[src/rtl/core/pet_pkg.sv]
`timescale 1ns / 1ps
`default_nettype none
package pet_pkg;

   // Default number of particle slots.
   localparam int POOL_SIZE_DEF = 64;

   // Random generator recurrence.
   localparam logic [31:0] LCG_MULT = 32'd1664525;
   localparam logic [31:0] LCG_INC  = 32'd1013904223;

   // One particle in the accumulator's Q20.12 format.
   localparam logic [31:0] ONE_PARTICLE = 32'h0000_1000;
   localparam logic [23:0] AGE_MAX      = 24'hFF_FFFF;

   // Shared multiplier operand and product widths.
   localparam int MUL_A_W = 33;
   localparam int MUL_B_W = 25;
   localparam int MUL_P_W = MUL_A_W + MUL_B_W;

   // Register indexes on the configuration port.
   typedef enum logic [2:0] {
      REG_EMISSION_RATE   = 3'd0,
      REG_PARTICLE_BUDGET = 3'd1,
      REG_LIFE_SPAN       = 3'd2,
      REG_SPAWN_POINT     = 3'd3,
      REG_SPEED_LOW       = 3'd4,
      REG_SPEED_HIGH      = 3'd5,
      REG_RANDOM_SEED     = 3'd6,
      REG_UNUSED          = 3'd7
   } reg_index_type;

   localparam logic REQ_TICK = 1'b0;
   localparam logic REQ_ARM  = 1'b1;

   localparam logic STATUS_OK        = 1'b0;
   localparam logic STATUS_ZERO_STEP = 1'b1;

endpackage
`default_nettype wire

[src/rtl/core/pet_mul.sv]
`timescale 1ns / 1ps
`default_nettype none
module pet_mul (
   input  wire logic                              clock,
   input  wire logic signed [pet_pkg::MUL_A_W-1:0] op_a,
   input  wire logic signed [pet_pkg::MUL_B_W-1:0] op_b,
   output logic signed [pet_pkg::MUL_P_W-1:0]      product
);
   import pet_pkg::*;

   logic signed [MUL_P_W-1:0] product_ff;
   logic signed [MUL_P_W-1:0] product_in;

   assign product_in = MUL_P_W'(op_a) * MUL_P_W'(op_b);

   always_ff @(posedge clock) begin
      product_ff <= product_in;
   end

   assign product = product_ff;
endmodule
`default_nettype wire

[config.mk]
export PLATFORM = sky130hd
export DESIGN_NAME = pet_mul
export DESIGN_NICKNAME = d
export VERILOG_FILES = /design/src/rtl/core/pet_pkg.sv /design/src/rtl/core/pet_mul.sv
export SDC_FILE = /design/constraint.sdc
export NUM_CORES = 2
export LEC_CHECK = 0
export ABC_AREA = 1
export BUFFER_PORTS_ARGS = -buffer_cell sky130_fd_sc_hd__buf_2
export CORE_ASPECT_RATIO = 0.7
export CORE_MARGIN = 2
export CORE_UTILIZATION = 50
export DETAILED_ROUTE_END_ITERATION = 12
export HOLD_SLACK_MARGIN = 0.15
export PLACE_DENSITY = 0.67
export SYNTH_ARGS = -nofsm -noshare
export SYNTH_HDL_FRONTEND = slang
export SYNTH_SLANG_ARGS = --single-unit
[constraint.sdc]
create_clock -name clock -period 15.3 [get_ports clock]
set_clock_uncertainty 0.15 [all_clocks]
set_input_delay 2.295 -clock clock [delete_from_list [all_inputs] [get_ports clock]]
set_output_delay 2.295 -clock clock [all_outputs]
set_load 0.01 [all_outputs]
Word-level counts from Yosys, hierarchy flattened. Cells that the tools add are included.

Multiply operators: 1.

Operator list (number): multiplier 33 x 25 -> 58 bit (1).

Input bits: 59. Output and inout bits: 58. Logic and storage cells: 2. Register bits after elaboration: 58.

Logic depth before layout (Yosys ltp).
Depth after elaboration: 1. Mapped depth: 30. Depth with buffers taken out: 28.

Worst setup path after synthesis. Ideal clock, no wire load.

Path type: in2reg. Start point: in op_a[32] (netlist name). End point: reg product_ff[55], in the netlist product[55]. Stages on the path: 23. Setup slack: 6.743 ns. Setup time: 0.113 ns. Arrival time: 8.295 ns. Path through: clkbuf_1 > clkbuf_1 > nand2_1 > inv_1 > fa_1 > fa_1 > inv_1 > fa_1 > inv_1 > fa_1 > fa_1 > fa_1 > fa_1 > ha_1 > nand2_2 > nor2_1 > inv_1 > nor2_1 > and2_1 > and2_1 > nand2_1 > nand4_1 > nand2_1.

Cells in the longest elaborated chain, start to end: 1.

RTL lines: start: declaration (line pet_mul.sv:5) `input wire logic signed [pet_pkg::MUL_A_W-1:0] op_a,`; multiplier 33 x 25 -> 58 bit (line pet_mul.sv:14) `assign product_in = MUL_P_W'(op_a) * MUL_P_W'(op_b);`; net product_in[55] (line pet_mul.sv:12) `logic signed [MUL_P_W-1:0] product_in;`; end signal: assignment (line pet_mul.sv:17) `product_ff <= product_in;`; end: declaration (line pet_mul.sv:11) `logic signed [MUL_P_W-1:0] product_ff;`.

The timed path passes the listed nets, and every way through them passes these cells.

Final worst setup path. Ends and elaborated chain as after synthesis.

==> metrics.md <==
| Metric | Value |
|---|---|
| Status | complete, no violations |
| Synthesized instance count | 4,347 |
| Vias in the first global route | 26.8k |
| Port Buf Inserts | 116 |
| Delay-heaviest family, CP | adder cells |
| Max reg flops | 58 |
| CTS sink count | 58 |
| Post-CTS Setup Bufs | 0 |
| Routed Antenna Nets | 0 |
| Max Clk Rate | 112 MHz |
| Net Count, Synth | 5,405 |
| CTS Buffer Depth | 2 |
| First-pass GRT wire length | 149,000 microns |
| Final Slew Violations | 0 |
| Chip width | 310 microns |
| Ys flop type | dfxtp_1 |
| Top cells by area, synth | fa_1 51%, inv_1 16%, nand2_1 15% |
| Number of flops mapped to enable cells by yosys | 0 |
| Share of cells above drive strength 1 | 4.24% |
| Hold buffers post-CTS | 0 |
| Routing usage on met1 | 43.3% |
| Met2 Resource Use GR | 42.4% |
| Hpwl dp | 75,900 microns |
| Floorplan row count | 78 |
| Core Footprint | 64,900 sq um |
| Worst hold stages | 3 |
| WP data required | 15.39 ns |
| Crit path cell chain | buf_2 > nand2_1 > inv_1 > fa_1 > fa_1 > inv_1 > fa_1 > inv_1 > fa_1 > fa_1 > fa_1 > fa_1 > ha_1 > nand2_1 > nor2_1 > inv_1 > nor2_1 > and2_1 > and2_1 > nand2_1 > nand4_1 > nand2_1 |
| Worst path most repeated cell | fa_1 |
| Worst-path clk slew | 0.06 ns |
| Total GRT Usage | 28.6% |
| Post-CTS sizing | 0 |
| RSZ-0062 raised after global routing | false |
| GRT Max-Usage Layer | met1 |
| Crit path DAT | 8.98 ns |
| Final Hold Vio Count | 0 |
| Seq/Total Area, Yosys | 3.53% |
| Final Critical Period | 8.90 ns |
| Synth warn | 0 |
| Vias | 25.4k |
| Final worst-path cycle share | 58.2% |
| TNS Setup | 0 ns |
| Setup violators final | 0 |
| Startpoint types | primary input |
| Die Area | 67,800 sq um |
| Total grt overflow | 0 |
| Via/cell ratio | 4.92 |
| Most frequent cell after synthesis | inv_1 |
| Nets | 5,341 |
| WL final | 90,500 microns |
| Post-Syn Area | 32,900 sq um |
| Distinct cells, synth | 30 |
| Least-Margin Pin Slew | 1.09 ns |
| CP max-delay cell | fa_1 |
| Min-delay src | op_a[0] |
| Avg WL per Cell | 17.5 microns |
| Initial antenna violation count | 1 |
| Initial DRC count | 2,300 |
| DRC | 0 |
| Io pins | 117 |
| TritonCTS clock tree | built |
| Critical path peak fanout | 25 |
| Synth area leader | fa_1 |
| Share of Yosys cell area claimed by the top area cell type | 51.3% |
| Max Cap Viol | 0 |
| Htree depth | 3 |
| Area delta synth->final | 3.90% |
| Post-synth top cells | 1,439 x inv_1, 1,312 x nand2_1, 842 x fa_1, 197 x clkbuf_1, 157 x ha_1 |
| HP Class | primary input to flop |
| CTS Buf Count | 9 |
| CTS root buffer | clkbuf_16 |
| Largest net degree at the start of global routing | 34 |
| DR pass1 iterations | 5 |
| CP max stage delay | 0.83 ns |
| Post-synthesis register bit count | 58 |
| Starting Density | 50.6% |
| Critical path buffer and inverter count | 5 |
| Critical Path End Type | flop |
| Hold Path Sink | product[0]$_DFF_P_ |
| DIE HEIGHT | 219 microns |
| GR Util met3 | 6.67% |
| Post-synth ARST share | 0% |
| Slew headroom | 27.6% |
| RePlAce Congestion | 0.984 |
| Critical path class | primary input to flop |
| Diode count | 0 |
| Mapped Avg Cell Area | 7.56 sq um |
## metal layers
layer,share of wire [%],vias to the layer above
met4,1.8,2
met2,41,1096
met1,46,12600
met3,11,94
li1,-,11600
met5,0.013,-
## cells in the final DEF (no fill, tap or decap), types with 2 or more instances in the layout
master,netlist,routed
nor2_2,15,15
fa_1,842,842
nor3_2,6,6
clkinvlp_4,0,2
o21ai_0,9,9
xor2_1,23,23
nand3_2,2,2
nand4_1,21,21
clkbuf_16,0,9
nor4_1,2,2
buf_2,0,116
o21bai_1,4,4
nand3_1,57,57
or2_2,7,7
clkinv_2,0,2
nor2_1,111,111
dfxtp_1,58,58
buf_4,0,7
xnor2_1,8,8
clkbuf_8,0,3
inv_2,7,7
a21oi_1,44,44
nand2_1,1312,1312
nor3_1,3,3
inv_1,1439,1439
nand2_2,5,5
and2_1,11,11
ha_1,157,157
## worst max path at each step
stage                     startpoint                   to  slack, ns  depth (start not counted)
final                       op_a[32]  product[55]$_DFF_P_       6.40                         22
after global routing        op_a[32]  product[55]$_DFF_P_       5.96                         22
after CTS                    op_b[1]  product[52]$_DFF_P_       6.43                         22
after detailed placement     op_b[1]  product[55]$_DFF_P_       6.08                         23
after global placement       op_b[1]  product[52]$_DFF_P_       6.19                         22
after floorplan             op_a[32]  product[55]$_DFF_P_       6.74                         23
## area by class of cell
class,instances,area [sq um]
sequential,58,1160
timing repair buffer,123,633
clock inverter,4,25.0
tap,880,1100
clock buffer,12,267
multi-input combinational,2645,25500
inverter,1446,5430
fill,6333,30700
## metrics by stage
step / worst slack [ns] / util (%) / cell area (sq um) / cells / hold slack, ns
finish: 6.40 / 52.6 / 34200 / 5168 / 2.45
floorplan: 6.74 / - / 32900 / 4347 / 2.43
global placement: 6.19 / 52.2 / 33900 / 5152 / 2.54
CTS: 6.43 / 52.6 / 34200 / 5168 / 2.43
detailed placement: 6.08 / 52.2 / 33900 / 5152 / 2.54
global route: 5.96 / 52.6 / 34200 / 5168 / 2.49
## kinds of logic after synthesis
logic type	synth area share, %
DFF	3.53
buffers and inverters	18.8
and+or+nand+nor	18.7
adders and majority gates	57.3
xor gates and xnor gates	0.826
AOI/OAI and AO/OA	0.921
Power is not shown: default switching activity piles up to over one toggle a cycle in this logic, so the estimate is an artifact.
